--- config.mk ---
export PLATFORM = sky130hd
export DESIGN_NAME = srsg_cfg_regs
export DESIGN_NICKNAME = d
export VERILOG_FILES = /design/src/design/srsg_pkg.sv /design/src/design/srsg_cfg_regs.sv
export SDC_FILE = /design/constraint.sdc
export NUM_CORES = 1
export LEC_CHECK = 0
export ABC_CLOCK_PERIOD_IN_PS = 1380
export BUFFER_PORTS_ARGS = -buffer_cell sky130_fd_sc_hd__buf_4
export CAP_MARGIN = 20
export CORE_MARGIN = 2
export CORE_UTILIZATION = 44
export DETAILED_ROUTE_END_ITERATION = 12
export PLACE_DENSITY = 0.8
export SLEW_MARGIN = 15
export SYNTH_ARGS = -nofsm -noshare
export SYNTH_HDL_FRONTEND = slang
export SYNTH_SLANG_ARGS = --single-unit
--- constraint.sdc ---
create_clock -name clk -period 1.38 [get_ports clk]
set_input_delay 0.276 -clock clk [delete_from_list [all_inputs] [get_ports clk]]
set_output_delay 0.276 -clock clk [all_outputs]
set_load 0.01 [all_outputs]
--- src/design/srsg_pkg.sv ---
`timescale 1ns / 1ps
// ----------------------------------------------------------------------------
// srsg_pkg
// Shared types and constants for the stepper ramp step generator.
// ----------------------------------------------------------------------------
package srsg_pkg;

    localparam int unsigned RAMP_DEPTH = 256;
    localparam int unsigned RAMP_AW    = $clog2(RAMP_DEPTH);
    localparam int unsigned LAST_MAX   = RAMP_DEPTH - 1;

    localparam int unsigned CFG_AW = 4;
    localparam int unsigned CFG_DW = 32;

    localparam logic [15:0] FULL_SPEED_RESET = 16'd100;
    localparam logic [15:0] START_RESET      = 16'd1000;
    localparam logic [7:0]  LAST_INDEX_RESET = 8'd0;

    typedef enum logic [1:0] {
        MODE_LOAD  = 2'd0,
        MODE_START = 2'd1,
        MODE_TICK  = 2'd2,
        MODE_STOP  = 2'd3
    } mode_t;

    typedef enum logic [1:0] {
        REG_FULL_SPEED = 2'd0,
        REG_START      = 2'd1,
        REG_LAST_INDEX = 2'd2
    } reg_idx_t;

    typedef struct packed {
        logic [15:0] cruise_period;
        logic [15:0] start_period;
        logic [7:0]  ramp_last_index;
    } cfg_t;

endpackage

--- src/design/srsg_cfg_regs.sv ---
`timescale 1ns / 1ps
// ----------------------------------------------------------------------------
// srsg_cfg_regs
// APB-style configuration registers: full-speed period, start period and
// last ramp index.
// ----------------------------------------------------------------------------
module srsg_cfg_regs
    import srsg_pkg::*;
(
    input  logic              clk,
    input  logic              rst_n,
    input  logic              psel,
    input  logic              penable,
    input  logic              pwrite,
    input  logic [CFG_AW-1:0] paddr,
    input  logic [CFG_DW-1:0] pwdata,
    output logic [CFG_DW-1:0] prdata,
    output logic              pready,
    output cfg_t              cfg
);

    cfg_t     cfg_reg;
    cfg_t     cfg_next;
    logic     wr_en;
    reg_idx_t idx;

    assign pready = 1'b1;
    assign wr_en  = psel && penable && pwrite;
    assign idx    = reg_idx_t'(paddr[3:2]);

    always_comb
    begin
        cfg_next = cfg_reg;
        if (wr_en)
        begin
            unique case (idx)
                REG_FULL_SPEED: cfg_next.cruise_period   = pwdata[15:0];
                REG_START:      cfg_next.start_period    = pwdata[15:0];
                REG_LAST_INDEX: cfg_next.ramp_last_index = pwdata[7:0];
                default:        ;
            endcase
        end
    end

    always_comb
    begin
        unique case (idx)
            REG_FULL_SPEED: prdata = {16'd0, cfg_reg.cruise_period};
            REG_START:      prdata = {16'd0, cfg_reg.start_period};
            REG_LAST_INDEX: prdata = {24'd0, cfg_reg.ramp_last_index};
            default:        prdata = '0;
        endcase
    end

    always_ff @(posedge clk or negedge rst_n)
    begin
        if (!rst_n)
        begin
            cfg_reg.cruise_period   <= FULL_SPEED_RESET;
            cfg_reg.start_period    <= START_RESET;
            cfg_reg.ramp_last_index <= LAST_INDEX_RESET;
        end
        else
        begin
            cfg_reg <= cfg_next;
        end
    end

    assign cfg = cfg_reg;

endmodule

==> impl_metrics.csv, run 1 <==
group,metric,value,unit
die,coreArea,4380,um^2
finish,seq_area,1010,um^2
job,maxCapViolations,0,
routing,ant_nets,0,
sta,hold_viol,0,
routing,viasPerCell,4.83,
sta,fin_worst_skew,0,ns
global_routing,globalRouteTotalUtil,18.3,%
place,io_buffer_count,78,
die,fp-row-count,24,
run_status,violations,"setup timing",
global_routing,grt_util_met3,5.91,%
yosys,synth_area_leader_cell,"dfrtp_1",
pwr,power_frac_seq,43.0,%
pwr,p_leak,1.47,nW
yosys,synth_cells,152,
run_status,status,"complete, but fails checks",
yosys,syn_avg_cell_area,13.2,um^2
finish,final_cell_mix,"buf_4, dfrtp_1, mux2_2",
finish,final_cells,307,
routing,post-route-drc-count,0,
global_routing,antenna_found_initial,0,
setup_path,cp_data_arrival_time,1.17,ns
sta,fin_ws,-0.0636,ns
global_routing,grt_pass1_vias,1489,
setup_path,cp_data_required_time,1.10,ns
cts,clock-sinks,40,
sta,setup_violations,6,
pwr,powerDensity,1370,nW/um^2
cts,clock_latency,0.28,ns
yosys,synthDominantCellAreaShare,38.7,%
global_routing,grt_overflow_total,0,
yosys,yosys.cell_types.count,19,
yosys,yosysWarnings,0,
yosys,synthXorXnorAreaFrac,0,%
place,place_congestion,0.756,
yosys,synth_top_family_by_area,"multiplexers",
global_routing,grt_max_degree,41,
global_routing,grt_util_met1,23.8,%
yosys,synth_compound_area_share,2.00,%
global_routing,grt_pass1_wl,7220,um
pwr,p_switching,1.16,mW
global_routing,grt_use_met2,29.8,%
yosys,synthSimpleGateAreaFrac,5.36,%
finish,drive_gt1_share,63.5,%
yosys,synthMuxAreaShare,32.3,%
place,dp_hpwl,3330,um
yosys,ys_ff_latch,40,
setup_path,worstReg2RegStart,"cfg[20]$_DFFE_PN0P_",
finish,multi_input_area,873,um^2
place,dp_cells,288,
cts,clk_root_buffer_cell,"clkbuf_8",
finish,largest_reg_flops,40,
die,io_pins,114,
finish,nNetsFinal,295,
place,post-place-ws,-0.0839,ns
finish,fillers,372,
finish,area_delta_synth_final,43.0,%
sta,rsz0062_at_grt,"yes",
yosys,synth_area_leaders,"dfrtp_1, mux2_2, dfstp_2, mux2i_1, mux2_4",
setup_path,crit_start,"cfg[14]$_DFFE_PN1P_",
cts,htreeDepth,2,
routing,drt_first_pass_iters,4,
min_path,hold_class,"primary input to flip-flop",
routing,wl,4540,um
finish,insertedDiodeCount,0,
sta,report.final.slew_viol_count,0,
yosys,syn_area,2010,um^2
routing,drt_iter0_markers,27,
pwr,swShare,29.4,%
pwr,combPwrFrac,37.3,%
setup_path,crit_fanout,2,
die,die_y,71.5,um
setup_path,critPathKind,"flip-flop to primary output",
yosys,synth_fa_ha_area_share,0,%
pwr,p_int,2.78,mW
finish,layout_commonest_cell,"buf_4",
cts,clk_pin_slew,0.07,ns
min_path,min-delay-start,"pwdata[8]",
cts,clockBufferDepth,2,
sta,fin_crit,1.44,ns
cts,cts_tree,"yes",
cts,numCtsBuffers,5,
sta,max_freq,693,MHz
die,initial_core_util,45.8,%
die,dieArea,5120,um^2
yosys,seq_area_frac_synth,50.4,%
setup_path,cp-start-kind,"flip-flop",
routing,avgRoutedWirePerCell,14.8,um
sta,finalCritPeriodShare,105,%
routing,num_vias,1483,
global_routing,top_usage_layer,"met2",
pwr,vdd_drop_max,795,uV
pwr,clkPwrFrac,19.7,%
die,die_w,71.5,um
setup_path,critPathCaptureType,"primary output",
## timing repair
item                                    4_1_cts  5_1_grt
setup buffers                                 9        1
endpoints found under the setup margin        9       11
hold endpoints to repair                     31        0
hold buffers                                  1        0
pin swaps                                     2        2
gates resized for setup                       6        0
## Yosys cell counts
cell type,number
conb_1,2
or3b_1,1
buf_6,1
nand3_2,1
dfrtp_1,31
mux2_2,30
nor3b_2,1
mux2i_1,16
nor2_1,8
nor3_2,1
o21ai_0,8
buf_4,19
buf_2,2
nand2_1,8
nor2b_1,1
mux2_4,10
clkbuf_1,2
buf_12,1
dfstp_2,9
## worst max-delay path, stage by stage, from the launching register on
cell and delay, ns:
dfstp_2 0.54, mux2i_1 0.07, o21ai_1 0.14, buf_4 0.14
## through the flow
stage	util (%)	power [mW]	cell area, um^2	setup TNS, ns	hold slack (ns)
2_1_floorplan	-	2.36	2080	-0.165	-0.0196
3_3_place_gp	61.4	3.04	2690	-0.992	0.275
3_5_place_dp	61.4	3.09	2690	-1.28	0.278
4_1_cts	65.3	3.98	2860	-0.364	0.217
5_1_grt	65.4	4.19	2870	-0.928	0.208
6_report	65.4	3.94	2870	-0.257	0.230
## final cells by class
| type | instances | area share, % |
|---|---|---|
| clock buffers | 8 | 3.14 |
| multi-input cells | 102 | 30.4 |
| flip-flops and latches | 40 | 35.3 |
| well taps | 52 | 2.27 |
| repair buffers | 105 | 28.9 |
## power groups by stage
stage                     Clock (mW)  Combinational [mW]  Sequential, mW
final                          0.778                1.47            1.69
after CTS                      0.806                1.48            1.69
after floorplan                    0               0.533            1.83
after global routing           0.873                1.58            1.74
after detailed placement           0                1.36            1.73
after global placement             0                1.32            1.72
## final timing paths
check | end | slack, ns | cells after the start
setup / recovery | prdata[6] | -0.06 | 3
hold / removal | cfg[16]$_DFFE_PN1P_ | 0.23 | 2
setup reg to reg | cfg[20]$_DFFE_PN0P_ | 0.50 | 2
hold reg to reg | cfg[39]$_DFFE_PN0P_ | 0.53 | 1
max in group asynchronous | cfg[13]$_DFFE_PN1P_ | 0.50 | 2
min in group asynchronous | cfg[27]$_DFFE_PN0P_ | 0.51 | 2
## metal layers
| layer | part of all wire, % | up-vias |
|---|---|---|
| met3 | 8.3 | 2 |
| li1 | - | 693 |
| met4 | 0.40 | 0 |
| met5 | 0 | - |
| met2 | 49 | 70 |
| met1 | 42 | 718 |
## cell families (layout without fill, tap and decap cells)
kind of cell,count (synthesis),in the layout
flip-flops,40,40
multiplexers,56,56
other,2,17
AO/OA/AOI/OAI,8,8
AND/OR/NAND/NOR,21,21
buffers and inverters,25,113
(Power assumes the default switching activity.)
==> run 2, diff against run 1 <==
--- a/config.mk
+++ b/config.mk
@@ -8,7 +8,7 @@
 export ABC_CLOCK_PERIOD_IN_PS = 1380
 export BUFFER_PORTS_ARGS = -buffer_cell sky130_fd_sc_hd__buf_4
 export CAP_MARGIN = 20
-export CORE_MARGIN = 2
+export CORE_MARGIN = 1
 export CORE_UTILIZATION = 44
 export DETAILED_ROUTE_END_ITERATION = 12
 export PLACE_DENSITY = 0.8
==> run 2 against run 1 <==
Compared with the run above:
- critical path depth unchanged
- setup slack got worse by 0.029 ns
- cell count increased by 1.3%
- via count increased by 2.4%
- global-route usage increased by 1.6 points
- combinational power increased by 5%
- the flow still finishes with violations (setup timing)
- clock power about the same
- core utilization increased by 1.5 points
- hold slack got worse by 0.0031 ns
- clock-buffer cell count unchanged
- maximum frequency decreased by 2.0%
==> impl_metrics.csv, run 2 (synthesis results as in run 1) <==
group,metric,value,unit
run_status,status,"complete, but fails checks",
run_status,violations,"setup timing",
sta,hold_viol,0,
global_routing,antenna_found_initial,0,
global_routing,grt_max_degree,41,
cts,htreeDepth,2,
min_path,min-delay-start,"pwdata[12]",
global_routing,grt_pass1_wl,7400,um
die,initial_core_util,46.1,%
min_path,min_to,"cfg[20]$_DFFE_PN0P_",
sta,report.final.slew_viol_count,0,
sta,rsz0062_at_grt,"yes",
cts,numCtsBuffers,5,
die,die_y,69.5,um
setup_path,critPathCaptureType,"primary output",
global_routing,globalRouteTotalUtil,19.9,%
routing,drt_first_pass_iters,4,
routing,num_vias,1519,
finish,fillers,349,
routing,met1Wirelength,1920,um
routing,drt_iter0_markers,36,
die,fp-row-count,24,
sta,max_freq,679,MHz
die,die_w,69.5,um
pwr,p_leak,1.49,nW
global_routing,grt_pass1_vias,1561,
cts,cts_tree,"yes",
finish,drive_gt1_share,64.9,%
sta,worstMarginPinSlew,0.509,ns
routing,dr.max_layer_used,"met4",
place,io_buffer_count,78,
die,io_pins,114,
finish,layout_commonest_cell,"buf_4",
routing,route.met2.wl,2330,um
finish,area_delta_synth_final,45.1,%
routing,wl,4660,um
min_path,hold_class,"primary input to flip-flop",
sta,hold_ws,0.227,ns
setup_path,rr_worst_depth,2,
finish,largest_reg_flops,40,
setup_path,worstReg2RegStart,"cfg[19]$_DFFE_PN0P_",
sta,fin_crit,1.47,ns
die,dieArea,4840,um^2
cts,clk_root_buffer_cell,"clkbuf_8",
place,dp_cells,287,
finish,final_cells,311,
cts,clockBufferDepth,2,
routing,avgRoutedWirePerCell,15.0,um
place,dp_hpwl,3280,um
setup_path,crit_fanout,2,
sta,maxSlewHeadroom,66.1,%
place,placed_cell_area,2690,um^2
sta,fin_worst_skew,0,ns
sta,setup_violations,7,
finish,postLayoutCellArea,2910,um^2
setup_path,timing.rr.end,"cfg[19]$_DFFE_PN0P_",
finish,final_cell_mix,"buf_4, dfrtp_1, mux2_2",
pwr,powerDensity,1380,nW/um^2
routing,post-route-drc-count,0,
die,coreArea,4350,um^2
cts,clock-sinks,40,
routing,viasPerCell,4.88,
cts,clk_pin_slew,0.07,ns
routing,ant_nets,0,
place,post-place-ws,-0.0889,ns
setup_path,cp_data_required_time,1.10,ns
global_routing,grt_overflow_total,0,
finish,seq_area,1010,um^2
job,maxCapViolations,0,
sta,fin_ws,-0.0924,ns
setup_path,critPathKind,"flip-flop to primary output",
finish,multi_input_area,880,um^2
setup_path,reg2reg_slack,0.48,ns
routing,met3_length,343,um
place,place_congestion,0.765,
setup_path,cp_data_arrival_time,1.20,ns
pwr,vdd_drop_max,751,uV
finish,insertedDiodeCount,0,
cts,clock_latency,0.28,ns
min_path,hold_path_depth,2,
setup_path,crit_start,"cfg[11]$_DFFE_PN1P_",
sta,finalCritPeriodShare,107,%
setup_path,cp-start-kind,"flip-flop",
finish,nNetsFinal,299,
==> run 2: repair_timing <==
action,in CTS,in global routing
endpoints found under the hold margin,31,0
hold buffers,1,0
pin swaps,2,2
gates resized for setup,9,3
endpoints found under the setup margin,10,11
setup buffers,10,5
==> run 2: critical path, stage by stage, from the launching register on <==
cell,delay [ns]
dfstp_2,0.54
mux2i_1,0.07
o21ai_1,0.15
buf_4,0.14
==> run 2: final cells by class <==
class | count | share of cell area [%]
Tap cell | 52 | 2.23
Timing Repair Buffer | 109 | 29.7
Multi-Input combinational cell | 102 | 30.2
Clock buffer | 8 | 3.09
Sequential cell | 40 | 34.8
==> run 2: how the worst max path moves through the flow <==
stage | cells after the start | slack (ns) | to
6_report | 3 | -0.09 | prdata[3]
5_1_grt | 3 | -0.16 | prdata[3]
4_1_cts | 3 | -0.11 | prdata[3]
3_5_place_dp | 6 | -0.09 | cfg[2]$_DFFE_PN0P_
3_3_place_gp | 5 | -0.07 | cfg[18]$_DFFE_PN0P_
2_1_floorplan | 5 | -0.03 | cfg[18]$_DFFE_PN0P_
==> run 2: through the flow <==
stage | TNS (ns) | power (mW) | utilization (%)
2_1_floorplan | -0.165 | 2.36 | -
3_3_place_gp | -0.983 | 3.04 | 61.7
3_5_place_dp | -1.62 | 3.09 | 61.7
4_1_cts | -0.370 | 3.99 | 65.9
5_1_grt | -0.887 | 4.24 | 66.9
6_report | -0.286 | 4.02 | 66.9
==> run 2: layer usage <==
metal | up-vias | GRT usage, %
met2 | 72 | 34.2
met4 | 0 | 5.67
met1 | 732 | 23.7
met5 | - | 0
li1 | 703 | -
met3 | 12 | 6.40
==> run 2: report_power, final <==
part	leakage [nW]	internal [mW]	total (mW)	switching, mW
clock	0.0455	0.407	0.779	0.371
sequential	0.475	1.49	1.70	0.207
combinational	0.975	0.925	1.54	0.614
total	1.49	2.82	4.02	1.19
==> run 3, diff against run 2 <==
--- a/config.mk
+++ b/config.mk
@@ -12,6 +12,7 @@
 export CORE_UTILIZATION = 44
 export DETAILED_ROUTE_END_ITERATION = 12
 export PLACE_DENSITY = 0.8
+export RECOVER_POWER = 100
 export SLEW_MARGIN = 15
 export SYNTH_ARGS = -nofsm -noshare
 export SYNTH_HDL_FRONTEND = slang
==> run 3 against run 2 <==
Compared with the run above:
- the flow still finishes with violations (setup timing)
- routed wire length increased by 2.0%
- maximum frequency down 1.0%
- cell count unchanged
- highest routed layer unchanged
==> impl_metrics.csv, run 3 (synthesis results as in run 1) <==
group,metric,value,unit
run_status,status,"complete, but fails checks",
run_status,violations,"setup timing",
finish,final_core_util,62.5,%
routing,drt_first_pass_iters,4,
finish,fillers,403,
place,post-place-ws,-0.0889,ns
cts,clock_latency,0.28,ns
setup_path,path_cells,"mux2i_1 -> o21ai_1 -> buf_4",
min_path,min-delay-start,"pwdata[10]",
pwr,powerDensity,1400,nW/um^2
sta,hold_viol,0,
global_routing,globalRouteTotalUtil,19.9,%
global_routing,antenna_found_initial,0,
die,die_w,69.5,um
routing,num_vias,1537,
sta,fin_ws,-0.107,ns
cts,numCtsBuffers,5,
setup_path,cp-start-kind,"flip-flop",
setup_path,cp_slowest_cell,"dfstp_2",
finish,multi_input_area,850,um^2
place,dp_hpwl,3280,um
die,coreArea,4350,um^2
finish,nNetsFinal,299,
sta,worstMarginPinSlew,0.984,ns
setup_path,critPathKind,"flip-flop to primary output",
finish,layout_commonest_cell,"buf_4",
global_routing,grt_pass1_vias,1561,
finish,largest_reg_flops,40,
setup_path,cp_data_required_time,1.10,ns
finish,seq_area,1010,um^2
global_routing,grt_overflow_total,0,
setup_path,path_delay_family,"flip-flops",
die,die_y,69.5,um
die,dieArea,4840,um^2
cts,clk_root_buffer_cell,"clkbuf_8",
routing,wl,4760,um
sta,fin_crit,1.49,ns
sta,setup_violations,8,
die,io_pins,114,
die,fp-row-count,24,
setup_path,crit_start,"cfg[11]$_DFFE_PN1P_",
setup_path,cp_data_arrival_time,1.21,ns
min_path,hold_class,"primary input to flip-flop",
sta,maxSlewHeadroom,34.4,%
pwr,vdd_drop_max,741,uV
cts,clk_pin_slew,0.07,ns
sta,report.final.slew_viol_count,0,
setup_path,worstReg2RegStart,"cfg[19]$_DFFE_PN0P_",
routing,ant_nets,0,
cts,htreeDepth,2,
global_routing,grt_max_degree,41,
cts,clock-sinks,40,
sta,finalCritPeriodShare,108,%
sta,tns,-0.537,ns
sta,rsz0062_at_grt,"yes",
finish,area_delta_synth_final,35.5,%
finish,insertedDiodeCount,0,
setup_path,path_buf_inv,1,
die,initial_core_util,46.1,%
finish,final_cell_mix,"buf_4, clkbuf_1, dfrtp_1",
setup_path,crit_fanout,2,
pwr,p_leak,1.31,nW
place,place_congestion,0.765,
routing,drt_iter0_markers,40,
cts,cts_tree,"yes",
global_routing,grt_pass1_wl,7400,um
finish,drive_gt1_share,46.7,%
sta,fin_worst_skew,0,ns
cts,clockBufferDepth,2,
routing,avgRoutedWirePerCell,15.3,um
setup_path,cpPeakStageDelay,0.55,ns
setup_path,critPathCaptureType,"primary output",
routing,post-route-drc-count,0,
routing,viasPerCell,4.94,
job,maxCapViolations,0,
sta,max_freq,672,MHz
place,io_buffer_count,78,
run 3: final timing paths:
| path | depth (start not counted) | slack (ns) | end |
|---|---|---|---|
| min in group asynchronous | 2 | 0.69 | cfg[9]$_DFFE_PN0P_ |
| max in group asynchronous | 2 | 0.08 | cfg[19]$_DFFE_PN0P_ |
| min reg2reg | 1 | 0.54 | cfg[18]$_DFFE_PN0P_ |
| min | 2 | 0.22 | cfg[18]$_DFFE_PN0P_ |
| max | 3 | -0.11 | prdata[3] |
| max reg2reg | 2 | 0.43 | cfg[19]$_DFFE_PN0P_ |
run 3: power breakdown:
part           leakage, nW  total [mW]  switching [mW]  internal, mW
clock               0.0455       0.783           0.375         0.408
combinational        0.793        1.33           0.617         0.712
sequential           0.473        1.68           0.203          1.48
run 3: cell type report:
| class | count | share of cell area, % |
|---|---|---|
| Timing Repair Buffer | 109 | 25.9 |
| Tap cell | 52 | 2.39 |
| Clock buffer | 8 | 3.31 |
| Multi-Input combinational cell | 102 | 31.2 |
| Sequential cell | 40 | 37.2 |
run 3: what timing repair did:
action                     CTS  global route
hold endpoints to repair    31             0
pin swaps                    2             2
setup endpoints to repair   10            11
gates resized for setup      9             3
hold buffers                 1             0
buffers inserted            10             5
run 3: per-stage QoR:
| stage | hold slack [ns] | cell area, um^2 | std cells | total power, mW |
|---|---|---|---|---|
| after floorplan | -0.0196 | 2080 | 167 | 2.36 |
| after global placement | 0.278 | 2690 | 287 | 3.04 |
| after detailed placement | 0.282 | 2690 | 287 | 3.09 |
| after CTS | 0.213 | 2870 | 306 | 3.99 |
| after global routing | 0.207 | 2720 | 311 | 4.01 |
| final | 0.221 | 2720 | 311 | 3.80 |
run 3: per-layer routing:
metal | global-route usage, % | wire length (um) | up-vias
met1 | 23.7 | 1950 | 751
li1 | - | - | 702
met3 | 6.40 | 359 | 8
met2 | 34.2 | 2390 | 76
met5 | 0 | 0 | -
met4 | 5.67 | 57 | 0
